$ cat src/bfsp_pkg.sv
// bfsp_pkg: widths, types, register codes and command/status structs
// shared by the shortest-path block; depends on nothing
package bfsp_pkg;

  localparam int MAX_VERTICES = 64;
  localparam int MAX_EDGES    = 256;
  localparam int WEIGHT_BITS  = 16;

  localparam int VIDX_W   = 6;
  localparam int VCNT_W   = $clog2(MAX_VERTICES + 1);
  localparam int EIDX_W   = (MAX_EDGES > 1) ? $clog2(MAX_EDGES) : 1;
  localparam int ECNT_W   = $clog2(MAX_EDGES + 1);
  localparam int DIST_W   = 32;
  localparam int NV_REG_W = 7;
  localparam int APB_AW   = 4;
  localparam int APB_DW   = 32;

  typedef logic [VIDX_W-1:0]             vidx_t;
  typedef logic [VCNT_W-1:0]             vcnt_t;
  typedef logic [EIDX_W-1:0]             eidx_t;
  typedef logic [ECNT_W-1:0]             ecnt_t;
  typedef logic signed [DIST_W-1:0]      dist_t;
  typedef logic signed [WEIGHT_BITS-1:0] weight_t;

  localparam dist_t DIST_MAX = {1'b0, {(DIST_W-1){1'b1}}};
  localparam dist_t DIST_MIN = {1'b1, {(DIST_W-1){1'b0}}};

  typedef enum logic [1:0] {
    REG_NUM_VERTICES  = 2'd0,
    REG_SOURCE_VERTEX = 2'd1,
    REG_DEST_VERTEX   = 2'd2
  } reg_idx_e;

  typedef struct packed {
    vidx_t   from_v;
    vidx_t   to_v;
    weight_t wt;
  } edge_t;

  typedef struct packed {
    logic  valid;
    dist_t val;
  } dist_entry_t;

  typedef struct packed {
    logic  init_wr;
    vidx_t init_idx;
    logic  edge_rd;
    eidx_t edge_idx;
    logic  dist_rd;
    logic  relax_apply;
    logic  relax_check;
    logic  clr_neg;
    logic  dest_rd;
    logic  emit;
  } bfsp_cmd_t;

  typedef struct packed {
    ecnt_t edge_cnt;
    logic  out_busy;
  } bfsp_stat_t;

endpackage

$ cat src/bfsp_ctrl.sv
// bfsp_ctrl: state machine that sequences init sweep, relax passes,
// the negative-cycle pass and the result; depends on bfsp_pkg
module bfsp_ctrl import bfsp_pkg::*; (
  input  logic       clk_i,
  input  logic       rst_ni,
  input  vcnt_t      n_i,
  input  logic       in_accept_i,
  input  logic       in_last_i,
  input  bfsp_stat_t stat_i,
  output bfsp_cmd_t  cmd_o,
  output logic       in_ready_o
);

  typedef enum logic [6:0] {
    S_IDLE = 7'b0000001,
    S_INIT = 7'b0000010,
    S_ERD  = 7'b0000100,
    S_DRD  = 7'b0001000,
    S_RLX  = 7'b0010000,
    S_DEST = 7'b0100000,
    S_EMIT = 7'b1000000
  } state_e;

  state_e state_q, state_d;
  vidx_t  idx_q, idx_d;
  ecnt_t  eidx_q, eidx_d;
  vcnt_t  pass_q, pass_d;
  vcnt_t  n_m1;
  ecnt_t  eidx_nx;
  logic   last_vtx;
  logic   check_pass;
  logic   last_visit;

  always_comb begin
    n_m1       = n_i - vcnt_t'(1);
    last_vtx   = (vcnt_t'(idx_q) == n_m1);
    check_pass = (pass_q == n_m1);
    eidx_nx    = eidx_q + ecnt_t'(1);
    last_visit = (eidx_nx == stat_i.edge_cnt);
    state_d    = state_q;
    idx_d      = idx_q;
    eidx_d     = eidx_q;
    pass_d     = pass_q;
    cmd_o      = '0;
    unique case (state_q)
      S_IDLE: begin
        if (in_accept_i && in_last_i) begin
          state_d = S_INIT;
          idx_d   = '0;
        end
      end
      S_INIT: begin
        cmd_o.init_wr = 1'b1;
        if (last_vtx) begin
          state_d       = S_ERD;
          eidx_d        = '0;
          pass_d        = '0;
          cmd_o.clr_neg = 1'b1;
        end else begin
          idx_d = idx_q + vidx_t'(1);
        end
      end
      S_ERD: begin
        cmd_o.edge_rd = 1'b1;
        state_d       = S_DRD;
      end
      S_DRD: begin
        cmd_o.dist_rd = 1'b1;
        state_d       = S_RLX;
      end
      S_RLX: begin
        cmd_o.relax_check = check_pass;
        cmd_o.relax_apply = !check_pass;
        if (last_visit) begin
          eidx_d = '0;
          if (check_pass) begin
            state_d = S_DEST;
          end else begin
            pass_d  = pass_q + vcnt_t'(1);
            state_d = S_ERD;
          end
        end else begin
          eidx_d  = eidx_nx;
          state_d = S_ERD;
        end
      end
      S_DEST: begin
        cmd_o.dest_rd = 1'b1;
        state_d       = S_EMIT;
      end
      S_EMIT: begin
        if (!stat_i.out_busy) begin
          cmd_o.emit = 1'b1;
          state_d    = S_IDLE;
        end
      end
      default: state_d = S_IDLE;
    endcase
    cmd_o.init_idx = idx_q;
    cmd_o.edge_idx = eidx_q[EIDX_W-1:0];
  end

  assign in_ready_o = (state_q == S_IDLE);

  always_ff @(posedge clk_i or negedge rst_ni) begin
    if (!rst_ni) begin
      state_q <= S_IDLE;
      idx_q   <= '0;
      eidx_q  <= '0;
      pass_q  <= '0;
    end else begin
      state_q <= state_d;
      idx_q   <= idx_d;
      eidx_q  <= eidx_d;
      pass_q  <= pass_d;
    end
  end

endmodule

$ cat config.mk
export PLATFORM = sky130hd
export DESIGN_NAME = bfsp_ctrl
export DESIGN_NICKNAME = d
export VERILOG_FILES = /design/src/bfsp_pkg.sv /design/src/bfsp_ctrl.sv
export SDC_FILE = /design/constraint.sdc
export NUM_CORES = 1
export LEC_CHECK = 0
export ABC_AREA = 1
export CAP_MARGIN = 20
export CELL_PAD_IN_SITES_DETAIL_PLACEMENT = 0
export CELL_PAD_IN_SITES_GLOBAL_PLACEMENT = 1
export CORE_ASPECT_RATIO = 1.1
export CORE_MARGIN = 4
export CORE_UTILIZATION = 40
export CTS_BUF_LIST = sky130_fd_sc_hd__clkbuf_4
export DETAILED_ROUTE_END_ITERATION = 16
export DONT_BUFFER_PORTS = 1
export MAX_ROUTING_LAYER = met4
export PLACE_DENSITY_LB_ADDON = 0.1
export SLEW_MARGIN = 10
export SYNTH_ARGS = -nofsm -noshare
export SYNTH_HDL_FRONTEND = slang
export SYNTH_SLANG_ARGS = --single-unit
export TNS_END_PERCENT = 50
$ cat constraint.sdc
create_clock -name clk_i -period 1.73 [get_ports clk_i]
set_input_delay 0.2595 -clock clk_i [delete_from_list [all_inputs] [get_ports clk_i]]
set_output_delay 0.2595 -clock clk_i [all_outputs]
set_load 0.05 [all_outputs]
After elaboration in Yosys (flattened, before gate mapping)

Index checks and enable logic that the tools add are counted.

Register bits: 29
Output and inout bits: 23
Logic and storage cells: 57

Equal/unequal tests: 16
Reduce and logical (&&, ||, !) cells: 8
Muxes and demuxes: 25
Add/sub/neg operators: 4

Operators by type and width:

| operator                                                            | count |
|---|---|
| 7-bit two-way mux                                                   | 7 |
| 7-bit one-hot mux with 7 select lines                               | 1 |
| 6-bit two-way mux                                                   | 3 |
| 9-bit two-way mux                                                   | 2 |
| 9-bit one-hot mux with 2 select lines                               | 1 |
| 7-bit one-hot mux with 2 select lines                               | 1 |
| 6-bit one-hot mux with 2 select lines                               | 1 |
| 2-bit inequality test (second input constant)                       | 5 |
| 9-bit by 1-bit adder with 9-bit output (second input constant)      | 1 |
| 9-bit == test                                                       | 1 |
| 1-bit two-way mux                                                   | 8 |
| 7-bit by 1-bit adder with 7-bit output (second input constant)      | 1 |
| 6-bit by 7-bit == test with 1-bit output                            | 1 |
| 7-bit by 1-bit == test with 1-bit output (second input constant)    | 1 |
| 7-bit by 2-bit == test with 1-bit output (second input constant)    | 1 |
| 7-bit by 3-bit == test with 1-bit output (second input constant)    | 1 |
| 7-bit by 4-bit == test with 1-bit output (second input constant)    | 1 |
| 7-bit by 5-bit == test with 1-bit output (second input constant)    | 1 |
| 7-bit by 6-bit == test with 1-bit output (second input constant)    | 1 |
| 7-bit == test                                                       | 1 |
| 7-bit == test (second input constant)                               | 1 |
| 7-bit by 1-bit subtractor with 7-bit output (second input constant) | 1 |
| 6-bit by 1-bit adder with 6-bit output (second input constant)      | 1 |
| 3-bit AND reduction                                                 | 2 |
| 7 further kinds                                                     | 8 |

Logic depth before layout (Yosys ltp)

Gate-level depths: netlist of run 1.

Word-level depth: 5
Gate-level depth with buffers: 14
Mapped depth without buffers: 14

Worst setup path before layout of run 1

OpenSTA, ideal clock, no wires.

Path type: reg2reg
From: reg state_q[2]
To: reg state_q[0]
Clock period less this slack: 2,664 ps
Slack: -934 ps
Library setup time: 85 ps
Required time: 1,645 ps
Arrival time: 2,579 ps
Cell stages (with the launch flop): 9
Cells stage by stage: dfrtp_1 -> inv_2 -> nand2_2 -> inv_1 -> nand3_1 -> nor4_1 -> inv_1 -> nand3_1 -> o21ai_0

Cells in the longest elaborated chain, start to end: 3

Ends and longest elaborated chain:

| item                                                                                                              | RTL line         | source |
|---|---|---|
| start, declared                                                                                                   | bfsp_ctrl.sv:24  | `state_e state_q, state_d;` |
| start signal, assigned                                                                                            | bfsp_ctrl.sv:112 | `state_q <= state_d;` |
| 7-bit by 1-bit == test with 1-bit output (tied with other cells)                                                  | bfsp_ctrl.sv:45  | `unique case (state_q)` |
| 2-bit by 1-bit inequality test with 1-bit output (no source line) / 2-bit inequality test (equally long branches) | -                |  |
| 3-bit AND reduction (no source line)                                                                              | -                |  |

Several ways; a longest one is shown, not always the timed one.
A chain may end at the register's enable or synchronous reset.

Final worst setup path of run 1

From: reg eidx_q[0]
To: reg state_q[2]

Cells in the longest elaborated chain, start to end: 4

Ends and longest elaborated chain:

| item                                   | RTL line         | source |
|---|---|---|
| start, declared                        | bfsp_ctrl.sv:26  | `ecnt_t eidx_q, eidx_d;` |
| start signal, assigned                 | bfsp_ctrl.sv:114 | `eidx_q <= eidx_d;` |
| 9-bit by 1-bit adder with 9-bit output | bfsp_ctrl.sv:38  | `eidx_nx = eidx_q + ecnt_t'(1);` |
| 9-bit == test                          | bfsp_ctrl.sv:39  | `last_visit = (eidx_nx == stat_i.edge_cnt);` |
| 7-bit two-way mux                      | bfsp_ctrl.sv:74  | `if (last_visit) begin` |
| 7-bit one-hot mux with 7 select lines  | bfsp_ctrl.sv:45  |  |

No other way between the ends.

==> results of run 1 <==
critical path: stages, from the launching register on:
cell     delay (ns)
dfrtp_1        0.45
ha_4           0.30
xnor2_2        0.10
nand2_1        0.07
nor2_1         0.11
nand3_1        0.09
nor2_1         0.13
nand3_2        0.14
nand2_4        0.14
buf_12         0.12
buf_4          0.10
a31oi_1        0.07
per-layer routing:
metal  global-route usage  vias to the layer above  routed length, um
met2                0.337                       51               3310
met1                0.243                     1132               2810
met4               0.0422                        0                 35
met3               0.0343                        2                282
li1                     -                     1254                  -
met5                    -                        -                  0
kinds of logic (layout without fill, tap and decap cells):
kind of cell | Yosys count | after routing | synth area share
AND/OR/NAND/NOR | 205 | 205 | 0.438
buffers and inverters | 60 | 146 | 0.118
flip-flops | 29 | 29 | 0.323
XOR/XNOR | 12 | 12 | 0.0467
adder cells (fa/ha/maj) | 4 | 4 | 0.0222
AO/OA/AOI/OAI | 21 | 21 | 0.0517
area by class of cell:
cell class / count / area [um2] / area share
Clock inverter: 3 / 41.3 / 0.0121
Multi-Input combinational cell: 242 / 1530 / 0.449
Clock buffer: 5 / 37.5 / 0.0110
Tap cell: 75 / 93.8 / 0.0275
Timing Repair Buffer: 88 / 782 / 0.229
Inverter: 50 / 201 / 0.0590
Sequential cell: 29 / 728 / 0.213
through the flow:
| step | utilization | TNS, ns |
|---|---|---|
| 2_1_floorplan | - | -11.95 |
| 3_3_place_gp | 0.517 | -4.27 |
| 3_5_place_dp | 0.517 | -4.84 |
| 4_1_cts | 0.597 | -3.83 |
| 5_1_grt | 0.629 | -6.60 |
| 6_report | 0.629 | -3.76 |
flip-flops by register name, indices dropped and copies added (netlist names):
signal   count
eidx_q       9
pass_q       7
state_q      7
idx_q        6
what timing repair did:
| item | in CTS | in global routing |
|---|---|---|
| pin swaps | 18 | 15 |
| resized for setup | 39 | 41 |
| endpoints found under the hold margin | 29 | 0 |
| hold buffers | 2 | 0 |
| setup buffers | 20 | 4 |
| setup endpoints to repair | 26 | 33 |
power groups by stage:
stage	Clock [W]	Sequential [W]	Combinational, W
2_1_floorplan	0	0.000943	0.000764
3_3_place_gp	0	0.000838	0.00126
3_5_place_dp	0	0.000840	0.00126
4_1_cts	0.000577	0.000827	0.00150
5_1_grt	0.000610	0.000838	0.00178
6_report	0.000562	0.000831	0.00166
cell usage after synthesis (2+ instances only):
library cell	count
inv_1	41
nor3_1	5
nor4_1	7
nand2_2	3
nor2_1	23
nand3_1	44
o21ai_1	5
a21oi_1	6
nand3b_1	5
nand4_1	11
nor2_2	3
xor2_1	6
inv_2	8
ha_1	4
dfrtp_1	28
nand2_1	96
o22ai_1	6
o21ai_0	2
nand4_2	3
xnor2_1	6
buf_4	9
worst paths after layout:
path,start,endpoint,slack (ns),cells after the start
max,eidx_q[0]$_DFFE_PN0P_,state_q[2]$_DFFE_PN0P_,-0.19,11
min,stat_i[0],state_q[6]$_DFFE_PN0P_,0.08,2
max reg2reg,eidx_q[0]$_DFFE_PN0P_,state_q[2]$_DFFE_PN0P_,-0.19,11
min reg2reg,pass_q[6]$_DFFE_PN0P_,pass_q[6]$_DFFE_PN0P_,0.55,2
max in group asynchronous,rst_ni,state_q[0]$_DFFE_PN1P_,1.10,2
min in group asynchronous,rst_ni,pass_q[1]$_DFFE_PN0P_,0.39,2
==> flow_metrics.env, run 1 <==
export IMPL_syn_nets=356
export IMPL_stdcell_count=492
export IMPL_switching_share=0.429
export IMPL_grt_pass1_wl_um=10500
export IMPL_rows=28
export IMPL_syn_avg_cell_area_um2=6.80
export IMPL_grt_overflow_total=0
export IMPL_max_freq_mhz=521
export IMPL_synth_warnings=0
export IMPL_synth_distinct_cells=31
export IMPL_firstDrtPassIters=4
export IMPL_synth_edf_count=0
export IMPL_vias_per_cell=4.96
export IMPL_power_w=0.00305
export IMPL_period_needed_ns=1.92
export IMPL_timing_hold_ws_ns=0.0768
export IMPL_cap_viol_max_count=0
export IMPL_area_growth_pct=51.8
export IMPL_comb_power_share=0.544
export IMPL_vias=2439
export IMPL_layout_common_cells="nand2_1 (78), buf_4 (70), nand3_1 (41)"
export IMPL_wire_per_inst_um=13.1
export IMPL_ys_seq_area_frac=0.323
export IMPL_drt_iter0_markers=82
export IMPL_cts_tree="yes"
export IMPL_dieWidth_um=79.5
export IMPL_final_max_slew_viol_count=0
export IMPL_worst_path_max_fanout=4
export IMPL_ys_ff_latch=29
export IMPL_powerDensity_nw_per_um2=893
export IMPL_required_ns=1.94
export IMPL_yosys_area_top_type="dfrtp_1"
export IMPL_switching_power_w=0.00131
export IMPL_final_common_cell="nand2_1"
export IMPL_dp_cells=458
export IMPL_fillers=491
export IMPL_io_pins=44
export IMPL_antenna_found_initial=0
export IMPL_netlist_area_um2=2250
export IMPL_postRouteAntennaNets=0
export IMPL_die_h_um=86.7
export IMPL_finClkSkew_ns=0.0150
export IMPL_coreArea_um2=5430
export IMPL_syn_inst=331
export IMPL_finalSetupViolations=26
export IMPL_wl_um=6440
export IMPL_clkTransAtPathRegs_ns=0.11
export IMPL_finalCritPeriodShare=1.11
export IMPL_maxSlewHeadroom=0.792
export IMPL_leakagePower_nw=1.62
export IMPL_crit_path_end_kind="flop"
export IMPL_worstMarginPinSlew_ns=0.310
export IMPL_yosysTopAreaCellShare=0.311
export IMPL_design_area_um2=3420
export IMPL_nets=441
export IMPL_status="finished, violations left"
export IMPL_pwr_share_seq=0.272
export IMPL_setup_ws_ns=-0.188
export IMPL_dpl_worst_slack_ns=-0.272
export IMPL_grt_pass1_vias=2332
export IMPL_hold_viol_final=0
export IMPL_ctsHtreeMaxLevel=2
export IMPL_cts_buffers=5
export IMPL_violations="setup timing"
export IMPL_cp_data_arrival_time_ns=2.13
export IMPL_ys_flop_type="dfrtp_1"
export IMPL_die_area_um2=6890
export IMPL_place_area_um2=2810
export IMPL_initial_core_util=0.415
export IMPL_dp_hpwl_um=4770
export IMPL_crit_type="reg -> reg"
export IMPL_vdd_drop_max_mv=0.728
export IMPL_antennaDiodeCount=0
export IMPL_power_internal_w=0.00174
export IMPL_drcViolationCount=0
export IMPL_cts_sinks=29
export IMPL_grt_usage=0.197
export IMPL_synth_area_leaders="dfrtp_1 (31%), nand2_1 (16%), nand3_1 (9.8%)"
export IMPL_clock_latency_ns=0.33
export IMPL_critPathLaunchType="flop"
export IMPL_cts_buffer_depth=2
export IMPL_clkPwrFrac=0.184
export IMPL_portBuffers=0
export IMPL_min_path_type="in -> reg"
export IMPL_root_buffer="clkbuf_4"
export IMPL_gp_congestion=0.794
export IMPL_async_reset_ff_frac=1.00
export IMPL_grt_max_degree=30
export IMPL_drive_gt1_frac=0.405
export IMPL_rsz0062_at_grt="true"
(Power assumes the default switching activity.)
==> inputs of run 2 (changes only) <==
--- a/config.mk
+++ b/config.mk
@@ -16,7 +16,7 @@
 export DETAILED_ROUTE_END_ITERATION = 16
 export DONT_BUFFER_PORTS = 1
 export MAX_ROUTING_LAYER = met4
-export PLACE_DENSITY_LB_ADDON = 0.1
+export PLACE_DENSITY_LB_ADDON = 0.05
 export SLEW_MARGIN = 10
 export SYNTH_ARGS = -nofsm -noshare
 export SYNTH_HDL_FRONTEND = slang
==> run 2 against run 1 <==
Net effect:
- the run still ends with setup timing left
- global-route usage is 0.13 points higher
- register-to-register slack improved by 0.07 ns
- sequential share of layout area rose by 0.33 points
- clock skew about the same
- clock power about the same
- die area unchanged
- sequential power shrank 0.5%
- total power down 0.48%
- clock-buffer cell count up 1
- sequential cell count stayed put
- combinational power barely moved
- setup slack better by 0.015 ns
- critical endpoint is now cmd_o[3]
- highest routed layer unchanged
==> flow_metrics.env, run 2 (same netlist as run 1, synthesis figures left out) <==
export IMPL_antennaDiodeCount=0
export IMPL_final_max_slew_viol_count=0
export IMPL_ctsHtreeMaxLevel=2
export IMPL_drcViolationCount=0
export IMPL_slowest_delay_ns=0.40
export IMPL_status="finished, violations left"
export IMPL_drive_gt1_frac=0.383
export IMPL_finalSetupViolations=25
export IMPL_cp_data_arrival_time_ns=1.64
export IMPL_stdcell_count=485
export IMPL_crit_family="buffers and inverters"
export IMPL_whs_path_depth=2
export IMPL_clock_latency_ns=0.32
export IMPL_violations="setup timing"
export IMPL_reg2reg_slack_ns=-0.12
export IMPL_finalCritPeriodShare=1.10
export IMPL_vias=2399
export IMPL_min_from="stat_i[0]"
export IMPL_portBuffers=0
export IMPL_initial_core_util=0.415
export IMPL_largest_reg_flops=9
export IMPL_io_pins=44
export IMPL_finClkSkew_ns=0.0148
export IMPL_postRouteAntennaNets=0
export IMPL_dp_cells=456
export IMPL_crit_path_cell_trace="inv_2 -> nand2_4 -> inv_2 -> nand3_4 -> inv_2 -> nand4_4 -> inv_4 -> nand4_4 -> inv_2 -> buf_8"
export IMPL_cts_sinks=29
export IMPL_crit_type="reg -> out"
export IMPL_crit_path_end_kind="output pin"
export IMPL_grt_pass1_vias=2308
export IMPL_root_buffer="clkbuf_4"
export IMPL_tns_ns=-2.44
export IMPL_cpMaxStageDelayCell="dfrtp_1"
export IMPL_crit_buf_inv=6
export IMPL_reg_largest_list="eidx_q: 9 flops, pass_q: 7 flops, state_q: 7 flops"
export IMPL_grt_pass1_wl_um=10600
export IMPL_wl_um=6300
export IMPL_regToRegStartpoint="eidx_q[1]$_DFFE_PN0P_"
export IMPL_holdPathEnd="state_q[6]$_DFFE_PN0P_"
export IMPL_cts_buffer_depth=2
export IMPL_clkTransAtPathRegs_ns=0.10
export IMPL_critPathLaunchType="flop"
export IMPL_dp_hpwl_um=4820
export IMPL_period_needed_ns=1.90
export IMPL_layout_common_cells="nand2_1 (89), buf_4 (63), nand3_1 (40)"
export IMPL_hold_viol_final=0
export IMPL_cts_tree="yes"
export IMPL_nets=434
export IMPL_die_h_um=86.7
export IMPL_firstDrtPassIters=4
export IMPL_required_ns=1.47
export IMPL_largest_register="eidx_q"
export IMPL_vdd_drop_max_mv=0.662
export IMPL_dieWidth_um=79.5
export IMPL_worstMarginPinSlew_ns=0.313
export IMPL_max_freq_mhz=525
export IMPL_antenna_found_initial=0
export IMPL_cts_buffers=5
export IMPL_wire_per_inst_um=13.0
export IMPL_worst_path_max_fanout=3
export IMPL_setup_ws_ns=-0.174
export IMPL_cap_viol_max_count=0
export IMPL_powerDensity_nw_per_um2=900
export IMPL_r2r_end="pass_q[4]$_DFFE_PN0P_"
export IMPL_rows=28
export IMPL_grt_usage=0.198
export IMPL_maxSlewHeadroom=0.790
export IMPL_rsz0062_at_grt="true"
export IMPL_grt_max_degree=30
export IMPL_vias_per_cell=4.95
export IMPL_die_area_um2=6890
export IMPL_coreArea_um2=5430
export IMPL_min_path_type="in -> reg"
export IMPL_reg2reg_depth=11
export IMPL_path_common_cell="inv_2"
export IMPL_leakagePower_nw=1.58
export IMPL_drt_iter0_markers=84
export IMPL_grt_overflow_total=0
export IMPL_power_w=0.00304
export IMPL_area_growth_pct=50.0
export IMPL_gp_congestion=0.834
export IMPL_final_common_cell="nand2_1"
run 2: changes by cell type in the layout (fill, tap and decap cells not counted), moves of 2 or more:
cell	delta
inv_1	+2
nor2_2	+2
dfrtp_1	-2
nand2_1	+11
buf_12	-2
dfrtp_2	+2
buf_4	-7
nor2_1	-3
nand2_2	-12
run 2: metal layers:
metal	GRT usage	part of all wire
met5	-	0
met4	0.0422	0.0057
met3	0.0353	0.042
met2	0.342	0.51
met1	0.241	0.44
run 2: metrics by stage:
stage / area, um2 / setup WS (ns) / hold WS (ns) / utilization
6_report: 3380 / -0.174 / 0.0815 / 0.622
5_1_grt: 3380 / -0.276 / 0.0729 / 0.622
4_1_cts: 3160 / -0.231 / 0.0759 / 0.582
3_5_place_dp: 2790 / -0.247 / -0.0353 / 0.515
3_3_place_gp: 2790 / -0.263 / -0.0353 / 0.515
2_1_floorplan: 2300 / -0.505 / -0.0361 / -
run 2: timing repair:
| action | 4_1_cts | 5_1_grt |
|---|---|---|
| cloned | 0 | 0 |
| setup buffers | 13 | 6 |
| resized for setup | 38 | 42 |
| endpoints found under the hold margin | 29 | 0 |
| pin swaps | 12 | 15 |
| hold buffers | 2 | 0 |
| setup endpoints to repair | 26 | 34 |
run 2: layout make-up:
| cell class | count | area [um2] |
|---|---|---|
| Fill cell | 502 | 2050 |
| Timing Repair Buffer | 81 | 716 |
| Clock buffer | 6 | 45.0 |
| Clock inverter | 2 | 33.8 |
| Multi-Input combinational cell | 242 | 1560 |
| Inverter | 50 | 199 |
| Tap cell | 75 | 93.8 |
| Sequential cell | 29 | 731 |
run 2: how the worst max path moves through the flow:
| stage | startpoint | to | cells past startpoint |
|---|---|---|---|
| final | state_q[3]$_DFFE_PN0P_ | cmd_o[3] | 10 |
| after global routing | state_q[2]$_DFFE_PN0P_ | cmd_o[3] | 10 |
| after CTS | state_q[2]$_DFFE_PN0P_ | cmd_o[0] | 8 |
| after detailed placement | eidx_q[1]$_DFFE_PN0P_ | state_q[2]$_DFFE_PN0P_ | 11 |
| after global placement | eidx_q[1]$_DFFE_PN0P_ | state_q[2]$_DFFE_PN0P_ | 11 |
| after floorplan | state_q[2]$_DFFE_PN0P_ | pass_q[0]$_DFFE_PN0P_ | 8 |
run 2: report_power, final:
| group | total (W) | leakage [nW] | switching (W) | internal, W |
|---|---|---|---|---|
| sequential | 0.000827 | 0.392 | 0.0000648 | 0.000762 |
| clock | 0.000563 | 0.0433 | 0.000246 | 0.000317 |
| combinational | 0.00165 | 1.14 | 0.000976 | 0.000672 |
